$ cat config.mk
export PLATFORM = sky130hd
export DESIGN_NAME = substring_first_index_search
export DESIGN_NICKNAME = d
export VERILOG_FILES = /design/src/sv/sfis_pkg.sv /design/src/sv/substring_first_index_search.sv /design/src/sv/sfis_cell.sv
export VERILOG_INCLUDE_DIRS = /design/src /design/src/sv
export SDC_FILE = /design/constraint.sdc
export NUM_CORES = 1
export LEC_CHECK = 0
export BUFFER_PORTS_ARGS = -buffer_cell sky130_fd_sc_hd__buf_2
export CAP_MARGIN = 20
export CORE_MARGIN = 4
export CORE_UTILIZATION = 45
export DETAILED_ROUTE_END_ITERATION = 10
export GPL_ROUTABILITY_DRIVEN = 0
export GPL_TIMING_DRIVEN = 1
export SLEW_MARGIN = 5
export SYNTH_ARGS = -nofsm -noshare
export SYNTH_HDL_FRONTEND = slang
export SYNTH_HIERARCHICAL = 1
export SYNTH_SLANG_ARGS = --single-unit
$ cat constraint.sdc
create_clock -name aclk -period 6.71 [get_ports aclk]
set_clock_uncertainty 0.15 [all_clocks]
set_input_delay 1.0065 -clock aclk [delete_from_list [all_inputs] [get_ports aclk]]
set_output_delay 1.0065 -clock aclk [all_outputs]
set_load 0.02 [all_outputs]
$ cat src/sv/substring_first_index_search_macros.svh
// Assertion macros for the substring first-index search block.
// Depends on nothing; included by files that carry concurrent checks.
`ifndef SUBSTRING_FIRST_INDEX_SEARCH_MACROS_SVH
`define SUBSTRING_FIRST_INDEX_SEARCH_MACROS_SVH

// Same-cycle implication, disabled while reset is asserted.
`define SFIS_ASSERT_NOW(name, clk, rst_n, pre, post) \
    name: assert property (@(posedge clk) disable iff (!rst_n) (pre) |-> (post)) \
        else $error("sfis check failed");

// Next-cycle implication, disabled while reset is asserted.
`define SFIS_ASSERT_NEXT(name, clk, rst_n, pre, post) \
    name: assert property (@(posedge clk) disable iff (!rst_n) (pre) |=> (post)) \
        else $error("sfis check failed");

`endif

$ cat src/sv/sfis_pkg.sv
// Shared sizes, command and error codes, and payload types of the substring search.
// Depends on nothing; imported by the compare cell and the top level.
`timescale 1ns / 1ps

package sfis_pkg;

    localparam int MAX_PATTERN = 32;
    localparam int MAX_TEXT    = 65536;
    localparam int TEXT_LIMIT  = (MAX_TEXT < 65536) ? MAX_TEXT : 65536;

    localparam int CH_W  = 18;
    localparam int POS_W = 16;
    localparam int LEN_W = $clog2(MAX_PATTERN + 1);
    localparam int TP_W  = $clog2(TEXT_LIMIT + 1);
    localparam int CMP_W = POS_W + 1;

    localparam logic [1:0] CMD_BEGIN   = 2'd0;
    localparam logic [1:0] CMD_PATTERN = 2'd1;
    localparam logic [1:0] CMD_TEXT    = 2'd2;

    localparam logic [1:0] ERR_NONE    = 2'd0;
    localparam logic [1:0] ERR_PATTERN = 2'd1;
    localparam logic [1:0] ERR_TEXT    = 2'd2;

    typedef struct packed {
        logic [1:0]       cmd;
        logic [CH_W-1:0]  ch;
        logic             last;
        logic [POS_W-1:0] start_offset;
    } in_t;

    typedef struct packed {
        logic             found;
        logic [POS_W-1:0] position;
        logic [1:0]       error;
    } out_t;

    // Controls broadcast to every compare cell.
    typedef struct packed {
        logic            step;
        logic            clear;
        logic [CH_W-1:0] ch;
    } cell_ctrl_t;

endpackage

$ cat src/sv/substring_first_index_search.sv
// Substring first-index search: top level with control and a row of compare cells.
// Latency: a result appears on m_ the cycle after the last text character is transferred.
// Throughput: one item per cycle unless stalled; all cells compare each character at once.
// Reset (aresetn low, synchronous) clears the pattern length, offset, errors and text side.
// Depends on sfis_pkg, sfis_cell and substring_first_index_search_macros.svh.
`timescale 1ns / 1ps

`include "substring_first_index_search_macros.svh"

module substring_first_index_search
    import sfis_pkg::*;
(
    input  logic aclk,
    input  logic aresetn,
    input  logic s_valid,
    output logic s_ready,
    input  in_t  s_data,
    output logic m_valid,
    input  logic m_ready,
    output out_t m_data
);

    // Control state. The pattern characters live in the cells themselves.
    logic [LEN_W-1:0] len_reg,     len_next;
    logic [POS_W-1:0] offset_reg,  offset_next;
    logic [1:0]       err_reg,     err_next;
    logic [TP_W-1:0]  tp_reg,      tp_next;
    logic             hit_reg,     hit_next;
    logic [POS_W-1:0] hit_pos_reg, hit_pos_next;
    logic             m_valid_reg, m_valid_next;
    out_t             m_data_reg,  m_data_next;

    // Decoded transfer.
    logic s_xfer;
    logic is_begin;
    logic is_pattern;
    logic is_text;
    logic tp_full;
    logic text_ok;
    logic step;
    logic load_ok;
    logic res_valid;
    logic hit_now;
    logic full_match;
    logic [TP_W-1:0] start_pos;
    logic [1:0]      err_after;
    out_t            res;
    cell_ctrl_t      ctrl;

    // Per-cell signals of the compare row.
    logic [MAX_PATTERN-1:0] match_vec;
    logic [MAX_PATTERN-1:0] match_next_vec;
    logic [MAX_PATTERN-1:0] active_vec;
    logic [MAX_PATTERN-1:0] load_vec;
    logic [MAX_PATTERN-1:0] tail_vec;

    // The output register frees up in the same cycle that its result is
    // taken, so a new item may be transferred while a result waits.
    assign s_ready = !m_valid_reg || m_ready;
    assign m_valid = m_valid_reg;
    assign m_data  = m_data_reg;

    always_comb begin
        s_xfer     = s_valid && s_ready;
        is_begin   = s_xfer && (s_data.cmd == CMD_BEGIN);
        is_pattern = s_xfer && (s_data.cmd == CMD_PATTERN);
        is_text    = s_xfer && (s_data.cmd == CMD_TEXT);
        // Characters beyond the position range are dropped and flagged.
        tp_full    = (tp_reg >= TP_W'(TEXT_LIMIT));
        text_ok    = is_text && !tp_full;
        step       = text_ok && (len_reg != '0);
        // Pattern characters are only taken before any text has arrived.
        load_ok    = is_pattern && (tp_reg == '0) && (len_reg < LEN_W'(MAX_PATTERN));
        res_valid  = is_text && s_data.last;

        ctrl.step  = step;
        ctrl.clear = is_begin || res_valid;
        ctrl.ch    = s_data.ch;
    end

    // Row of compare cells; each hands its match bit to the next cell.
    for (genvar j = 0; j < MAX_PATTERN; j++) begin : g_cell
        logic prev;

        if (j == 0) begin : g_first
            assign prev = 1'b1;
        end else begin : g_rest
            assign prev = match_vec[j-1];
        end

        assign active_vec[j] = (LEN_W'(j) < len_reg);
        assign load_vec[j]   = load_ok && (len_reg == LEN_W'(j));
        // The cell at the pattern's last character signals a full match.
        assign tail_vec[j]   = match_next_vec[j] && (len_reg == LEN_W'(j + 1));

        sfis_cell u_cell (
            .aclk       (aclk),
            .aresetn    (aresetn),
            .ctrl       (ctrl),
            .load       (load_vec[j]),
            .active     (active_vec[j]),
            .prev_match (prev),
            .match      (match_vec[j]),
            .match_next (match_next_vec[j])
        );
    end

    always_comb begin
        full_match = |tail_vec;
        // A full match ends at the current position, so it starts
        // one pattern length minus one earlier.
        start_pos  = tp_reg + TP_W'(1) - TP_W'(len_reg);
        hit_now    = step && !hit_reg && full_match
                     && (CMP_W'(start_pos) >= CMP_W'(offset_reg));

        err_after = err_reg;
        if (is_text && tp_full && (err_reg == ERR_NONE)) begin
            err_after = ERR_TEXT;
        end

        // Result of the transfer that carries the last text character.
        if (err_after != ERR_NONE) begin
            res.found    = 1'b0;
            res.position = '0;
            res.error    = err_after;
        end else if (len_reg == '0) begin
            res.found    = 1'b1;
            res.position = '0;
            res.error    = ERR_NONE;
        end else if (hit_reg) begin
            res.found    = 1'b1;
            res.position = hit_pos_reg;
            res.error    = ERR_NONE;
        end else if (hit_now) begin
            res.found    = 1'b1;
            res.position = POS_W'(start_pos);
            res.error    = ERR_NONE;
        end else begin
            res.found    = 1'b0;
            res.position = '0;
            res.error    = ERR_NONE;
        end
    end

    always_comb begin
        len_next     = len_reg;
        offset_next  = offset_reg;
        err_next     = err_reg;
        tp_next      = tp_reg;
        hit_next     = hit_reg;
        hit_pos_next = hit_pos_reg;
        m_valid_next = m_valid_reg;
        m_data_next  = m_data_reg;

        if (is_begin) begin
            len_next    = '0;
            offset_next = s_data.start_offset;
            err_next    = ERR_NONE;
            tp_next     = '0;
            hit_next    = 1'b0;
            hit_pos_next = '0;
        end

        if (is_pattern && (tp_reg == '0)) begin
            if (load_ok) begin
                len_next = len_reg + LEN_W'(1);
            end else if (err_reg == ERR_NONE) begin
                err_next = ERR_PATTERN;
            end
        end

        if (is_text) begin
            err_next = err_after;
            if (text_ok) begin
                tp_next = tp_reg + TP_W'(1);
            end
            if (hit_now) begin
                hit_next     = 1'b1;
                hit_pos_next = POS_W'(start_pos);
            end
            // After a result the text side is cleared; the pattern, the
            // offset and a pattern-too-long error are kept.
            if (s_data.last) begin
                tp_next      = '0;
                hit_next     = 1'b0;
                hit_pos_next = '0;
                if (err_after != ERR_PATTERN) begin
                    err_next = ERR_NONE;
                end
            end
        end

        if (s_ready) begin
            m_valid_next = res_valid;
            if (res_valid) begin
                m_data_next = res;
            end
        end
    end

    always_ff @(posedge aclk) begin
        if (!aresetn) begin
            len_reg     <= '0;
            offset_reg  <= '0;
            err_reg     <= ERR_NONE;
            tp_reg      <= '0;
            hit_reg     <= 1'b0;
            hit_pos_reg <= '0;
            m_valid_reg <= 1'b0;
        end else begin
            len_reg     <= len_next;
            offset_reg  <= offset_next;
            err_reg     <= err_next;
            tp_reg      <= tp_next;
            hit_reg     <= hit_next;
            hit_pos_reg <= hit_pos_next;
            m_valid_reg <= m_valid_next;
        end
    end

    always_ff @(posedge aclk) begin
        m_data_reg <= m_data_next;
    end

    // A result with an error never reports a match.
    `SFIS_ASSERT_NOW(a_err_no_found, aclk, aresetn, m_valid && (m_data.error != ERR_NONE), !m_data.found && (m_data.position == '0))
    // The last text character always leaves a result in the output register.
    `SFIS_ASSERT_NEXT(a_last_gives_result, aclk, aresetn, res_valid, m_valid)
    // Cells beyond the loaded pattern never hold a partial match.
    `SFIS_ASSERT_NOW(a_idle_cells_clear, aclk, aresetn, 1'b1, (match_vec & ~active_vec) == '0)
    // A recorded hit needs a non-empty pattern and some text.
    `SFIS_ASSERT_NOW(a_hit_needs_text, aclk, aresetn, hit_reg, (len_reg != '0) && (tp_reg != '0))

endmodule

$ cat src/sv/sfis_cell.sv
// One compare cell: holds one pattern character and one partial-match bit.
// Depends on sfis_pkg; a row of these is instantiated by the top level.
`timescale 1ns / 1ps

module sfis_cell
    import sfis_pkg::*;
(
    input  logic       aclk,
    input  logic       aresetn,
    input  cell_ctrl_t ctrl,
    input  logic       load,
    input  logic       active,
    input  logic       prev_match,
    output logic       match,
    output logic       match_next
);

    logic [CH_W-1:0] pat_reg;
    logic            match_reg;

    // The prefix ending here matches if the shorter prefix matched one
    // character earlier and this character agrees.
    assign match_next = prev_match && (pat_reg == ctrl.ch);
    assign match      = match_reg;

    always_ff @(posedge aclk) begin
        if (load) begin
            pat_reg <= ctrl.ch;
        end
    end

    always_ff @(posedge aclk) begin
        if (!aresetn) begin
            match_reg <= 1'b0;
        end else if (ctrl.clear) begin
            match_reg <= 1'b0;
        end else if (ctrl.step && active) begin
            match_reg <= match_next;
        end
    end

endmodule
==> results of run 1 <==
final cells by class:
type	count	area [um2]	area share, %
Sequential cell	685	19700	54.0
Multi-Input combinational cell	1605	11900	32.6
Clock buffer	102	2050	5.63
Timing Repair Buffer	164	1220	3.34
Tap cell	940	1180	3.23
Clock inverter	34	302	0.828
Inverter	37	139	0.381
Antenna cell	1	2.50	0.00687
per-layer routing:
metal / vias up / wire length (um) / GRT usage [%]
met3: 152 / 5190 / 4.20
li1: 9402 / - / -
met5: - / 29 / 0
met2: 652 / 37400 / 34.4
met1: 10300 / 38000 / 31.4
met4: 4 / 2940 / 7.94
cells in the final DEF (no fill, tap or decap), types with 39 or more instances in the layout:
master     instances
dfxtp_1           90
nand3_1           50
nand4b_1          62
edfxtp_1         595
nor2_1            95
nor4_1           226
buf_4            112
nor3_1            50
xor2_1           585
clkbuf_16         75
buf_2             44
nand4_1           39
nand2_1          123
where the power goes:
part / leakage (nW) / switching (mW) / internal, mW / total, mW
clock: 1.14 / 1.69 / 2.24 / 3.93
combinational: 5.14 / 0.413 / 0.179 / 0.592
sequential: 6.07 / 0.00520 / 4.63 / 4.64
total: 12.4 / 2.11 / 7.05 / 9.16
worst max-delay path: stages, from the launching register on:
cell and delay, ns:
dfxtp_1 0.44, inv_1 0.08, ha_1 0.33, ha_1 0.28
nor2b_1 0.13, o21a_1 0.18, o21a_1 0.20, o31a_1 0.26
nor3_1 0.61, nand3_1 0.18, xnor2_1 0.22, ha_1 0.32
nand2_1 0.06, or3_1 0.37, o31ai_1 0.34, a211oi_1 0.13
mux2_4 0.31, nor4b_4 0.80, a22o_1 0.25
worst paths after layout:
check	start	end	slack, ns	cells past startpoint
max	tp_reg[0]	hit_pos_reg[9]	1.02	18
min	offset_reg[1]	offset_reg[1]	0.32	2
max reg2reg	tp_reg[0]	hit_pos_reg[9]	1.02	18
min reg2reg	offset_reg[1]	offset_reg[1]	0.32	2
==> impl_metrics.toml, run 1 <==
[sta]
setup-tns-final_ns = 0
slew_violations = 0
tightest_slew_ns = 1.09
worst_slack_ns = 1.02
period_minus_slack_ns = 5.69
hold_viol_final = 0
setup_viol = 0
slew_headroom_pct = 26.9
timing.final.crit_share_pct = 84.8
fmax_ghz = 0.176
holdWs_ns = 0.316
rsz0062_at_grt = "false"

[clock_network]
cts_buffers = 74
root_buffer = "clkbuf_16"
clockBufferDepth = 3
cts_setup_buffers = 0
path_clk_slew_ns = 0.06
cts_resized = 0
htree_levels = 3
clk_latency_ns = 0.63
tritoncts = "yes"
clock-sinks = 685
ctsHoldBuffers = 0

[power]
power_density_mw_per_mm2 = 252
ir_worst_vdd_mv = 0.221
p_leak_nw = 12.4
fin_total_pwr_mw = 9.16

[placed_design]
dp_cells = 3428
postPlaceCellArea_mm2 = 0.0340
dp_hpwl_mm = 53.8
portBuffers = 61
dp_slack_ns = 1.07

[logic_synthesis]
avgSynthCellArea_um2 = 13.4
synth_area_mm2 = 0.0318
syn_inst = 2371
yosysWarnings = 6

[drt]
finalWirelength_mm = 83.6
drc_errors = 0
antenna_left = 0
vias = 20600
firstDrtPassIters = 5
drtIter0Drc = 1879
via_per_inst = 5.76
wl_per_cell_um = 23.4

[worst_setup_path]
cp-start-kind = "register"
critPathKind = "reg -> reg"
cp.arrival_ns = 6.09
required_ns = 7.11
path_max_fanout = 16
crit_path_end_kind = "register"

[layout]
drive_above_1_share_pct = 12.3
fillers = 5971
utilization_pct = 52.0
fin_cells = 3568
largest_reg_flops = 576
syn_to_final_growth_pct = 14.4
nets = 2636
stdcell_area_mm2 = 0.0364

[die]
start_util_pct = 45.4
fp-row-count = 97
die_h_um = 274
die_width_um = 274
die_area_mm2 = 0.0750
pin_count = 62
core-area_mm2 = 0.0700

[global_routing]
grt_pass1_vias = 20800
grtUsageTotal_pct = 22.2
antenna_found_initial = 2
grt_max_degree = 63
grt_pass1_wl_mm = 127
grt-ovfl-total = 0

[min_path]
hp-class = "reg -> reg"

[flow_run]
drv_cap = 0

[outcome]
status = "finished, final reports clean"
(Power assumes the default switching activity.)
==> inputs of run 2 (changes only) <==
- clock period: 6.71 -> 5.7 ns (I/O delays scaled with it)
==> impl_metrics.toml, run 2 (same netlist as run 1, synthesis figures left out) <==
[die]
pin_count = 62
die_h_um = 274
fp-row-count = 97
die_width_um = 274
core-area_mm2 = 0.0700
start_util_pct = 45.4
die_area_mm2 = 0.0750

[worst_setup_path]
critPathKind = "reg -> reg"
cpMostUsedCell = "ha_1"
cp_slowest_cell = "a221o_2"
cp-start-kind = "register"
cp_num_buf_inv = 0
crit_path_end_kind = "register"
cp.arrival_ns = 5.79
crit_path_cell_trace = "ha_1, nand3_1, xnor2_1, ha_1, and3_1, a211oi_1, and2b_1, a21oi_1, a31oi_1, xnor2_1, ha_1, nand2_1, or3_1, o31ai_1, a211oi_1, mux2_4, a221o_2, a22o_1"
path_max_fanout = 16
required_ns = 6.06
crit_family = "compound AO/OA/AOI/OAI gates"
slowest_delay_ns = 0.52

[drt]
antenna_left = 0
firstDrtPassIters = 6
vias = 20600
via_per_inst = 5.74
wl_per_cell_um = 23.6
finalWirelength_mm = 84.9
drc_errors = 0
drtIter0Drc = 1733

[sta]
setup-tns-final_ns = 0
period_minus_slack_ns = 5.43
slew_violations = 0
fmax_ghz = 0.184
timing.final.crit_share_pct = 95.2
hold_viol_final = 0
holdWs_ns = 0.322
slew_headroom_pct = 32.3
setup_viol = 0
rsz0062_at_grt = "false"
tightest_slew_ns = 1.01

[placed_design]
dp_cells = 3454
portBuffers = 61
dp_hpwl_mm = 55.7

[min_path]
hp-class = "reg -> reg"

[flow_run]
drv_cap = 0

[clock_network]
clk_latency_ns = 0.62
cts_setup_buffers = 0
clockBufferDepth = 3
clock-sinks = 685
path_clk_slew_ns = 0.06
tritoncts = "yes"
cts_buffers = 75
htree_levels = 3
root_buffer = "clkbuf_16"

[global_routing]
grtUsageTotal_pct = 22.3
antenna_found_initial = 0
grt_pass1_vias = 20500
grt-ovfl-total = 0
grt_pass1_wl_mm = 127
grt_max_degree = 63

[layout]
syn_to_final_growth_pct = 15.9
fin_cells = 3591
most-common-layout-cells = "edfxtp_1, xor2_1, nor4_1"
drive_above_1_share_pct = 13.2
nets = 2662
final_common_cell = "edfxtp_1"
antenna_cells = 0
largest_reg_flops = 576
fillers = 5955

[power]
clkPwrFrac_pct = 43.7
p_comb_share_pct = 6.6
p_leak_nw = 12.6
seq_power_share_pct = 49.7
swShare_pct = 22.3
p_int_mw = 8.54
power_density_mw_per_mm2 = 298
p_sw_mw = 2.45
ir_worst_vdd_mv = 0.292

[outcome]
status = "finished, final reports clean"
[run 2: final timing paths]
path | startpoint | end | slack [ns] | cells after the start
max | tp_reg[0] | hit_pos_reg[5] | 0.27 | 18
max reg2reg | tp_reg[0] | hit_pos_reg[5] | 0.27 | 18
min | offset_reg[1] | offset_reg[1] | 0.32 | 2
min reg2reg | offset_reg[1] | offset_reg[1] | 0.32 | 2
[run 2: through the flow]
step                      setup WS [ns]  utilization (%)  total power, mW  instance area (um2)
after global placement            0.351             49.1             6.28                34400
after floorplan                   0.806                -             5.89                31800
after detailed placement          0.154             49.2             6.28                34400
final                             0.271             52.6             11.0                36900
after CTS                         0.105             52.6             11.1                36800
after global routing           0.000893             52.6             11.4                36900
[run 2: layer usage]
layer | vias to the layer above | track usage (%) | share of wire [%]
li1 | 9462 | - | -
met2 | 718 | 35.1 | 45
met4 | 0 | 7.02 | 3.1
met1 | 10300 | 31.6 | 45
met3 | 161 | 4.25 | 6.1
met5 | - | 0 | 0
[run 2: power groups by stage]
| stage | combinational (mW) | clock, mW | sequential, mW |
|---|---|---|---|
| 2_1_floorplan | 0.319 | 0 | 5.57 |
| 5_1_grt | 0.782 | 5.14 | 5.46 |
| 4_1_cts | 0.724 | 4.90 | 5.46 |
| 3_3_place_gp | 0.712 | 0 | 5.56 |
| 6_report | 0.727 | 4.80 | 5.46 |
| 3_5_place_dp | 0.721 | 0 | 5.56 |
[run 2: timing repair]
action,4_1_cts,5_1_grt
resized for setup,0,1
hold buffers,0,0
setup endpoints to repair,0,17
[run 2: final cells by class]
| cell class | instances | area [um2] | area share (%) |
|---|---|---|---|
| Clock inverter | 29 | 304 | 0.825 |
| Tap cell | 940 | 1180 | 3.19 |
| Multi-Input combinational cell | 1605 | 11900 | 32.2 |
| Clock buffer | 106 | 2120 | 5.74 |
| Inverter | 37 | 139 | 0.377 |
| Sequential cell | 685 | 19700 | 53.3 |
| Timing Repair Buffer | 189 | 1600 | 4.34 |
[run 2: worst min-delay path: cells and delay by family (launching register included)]
kind,cells,cell delay (ns)
DFF,1,0.31
and+or+nand+nor,1,0.05
AOI/OAI and AO/OA,1,0.06
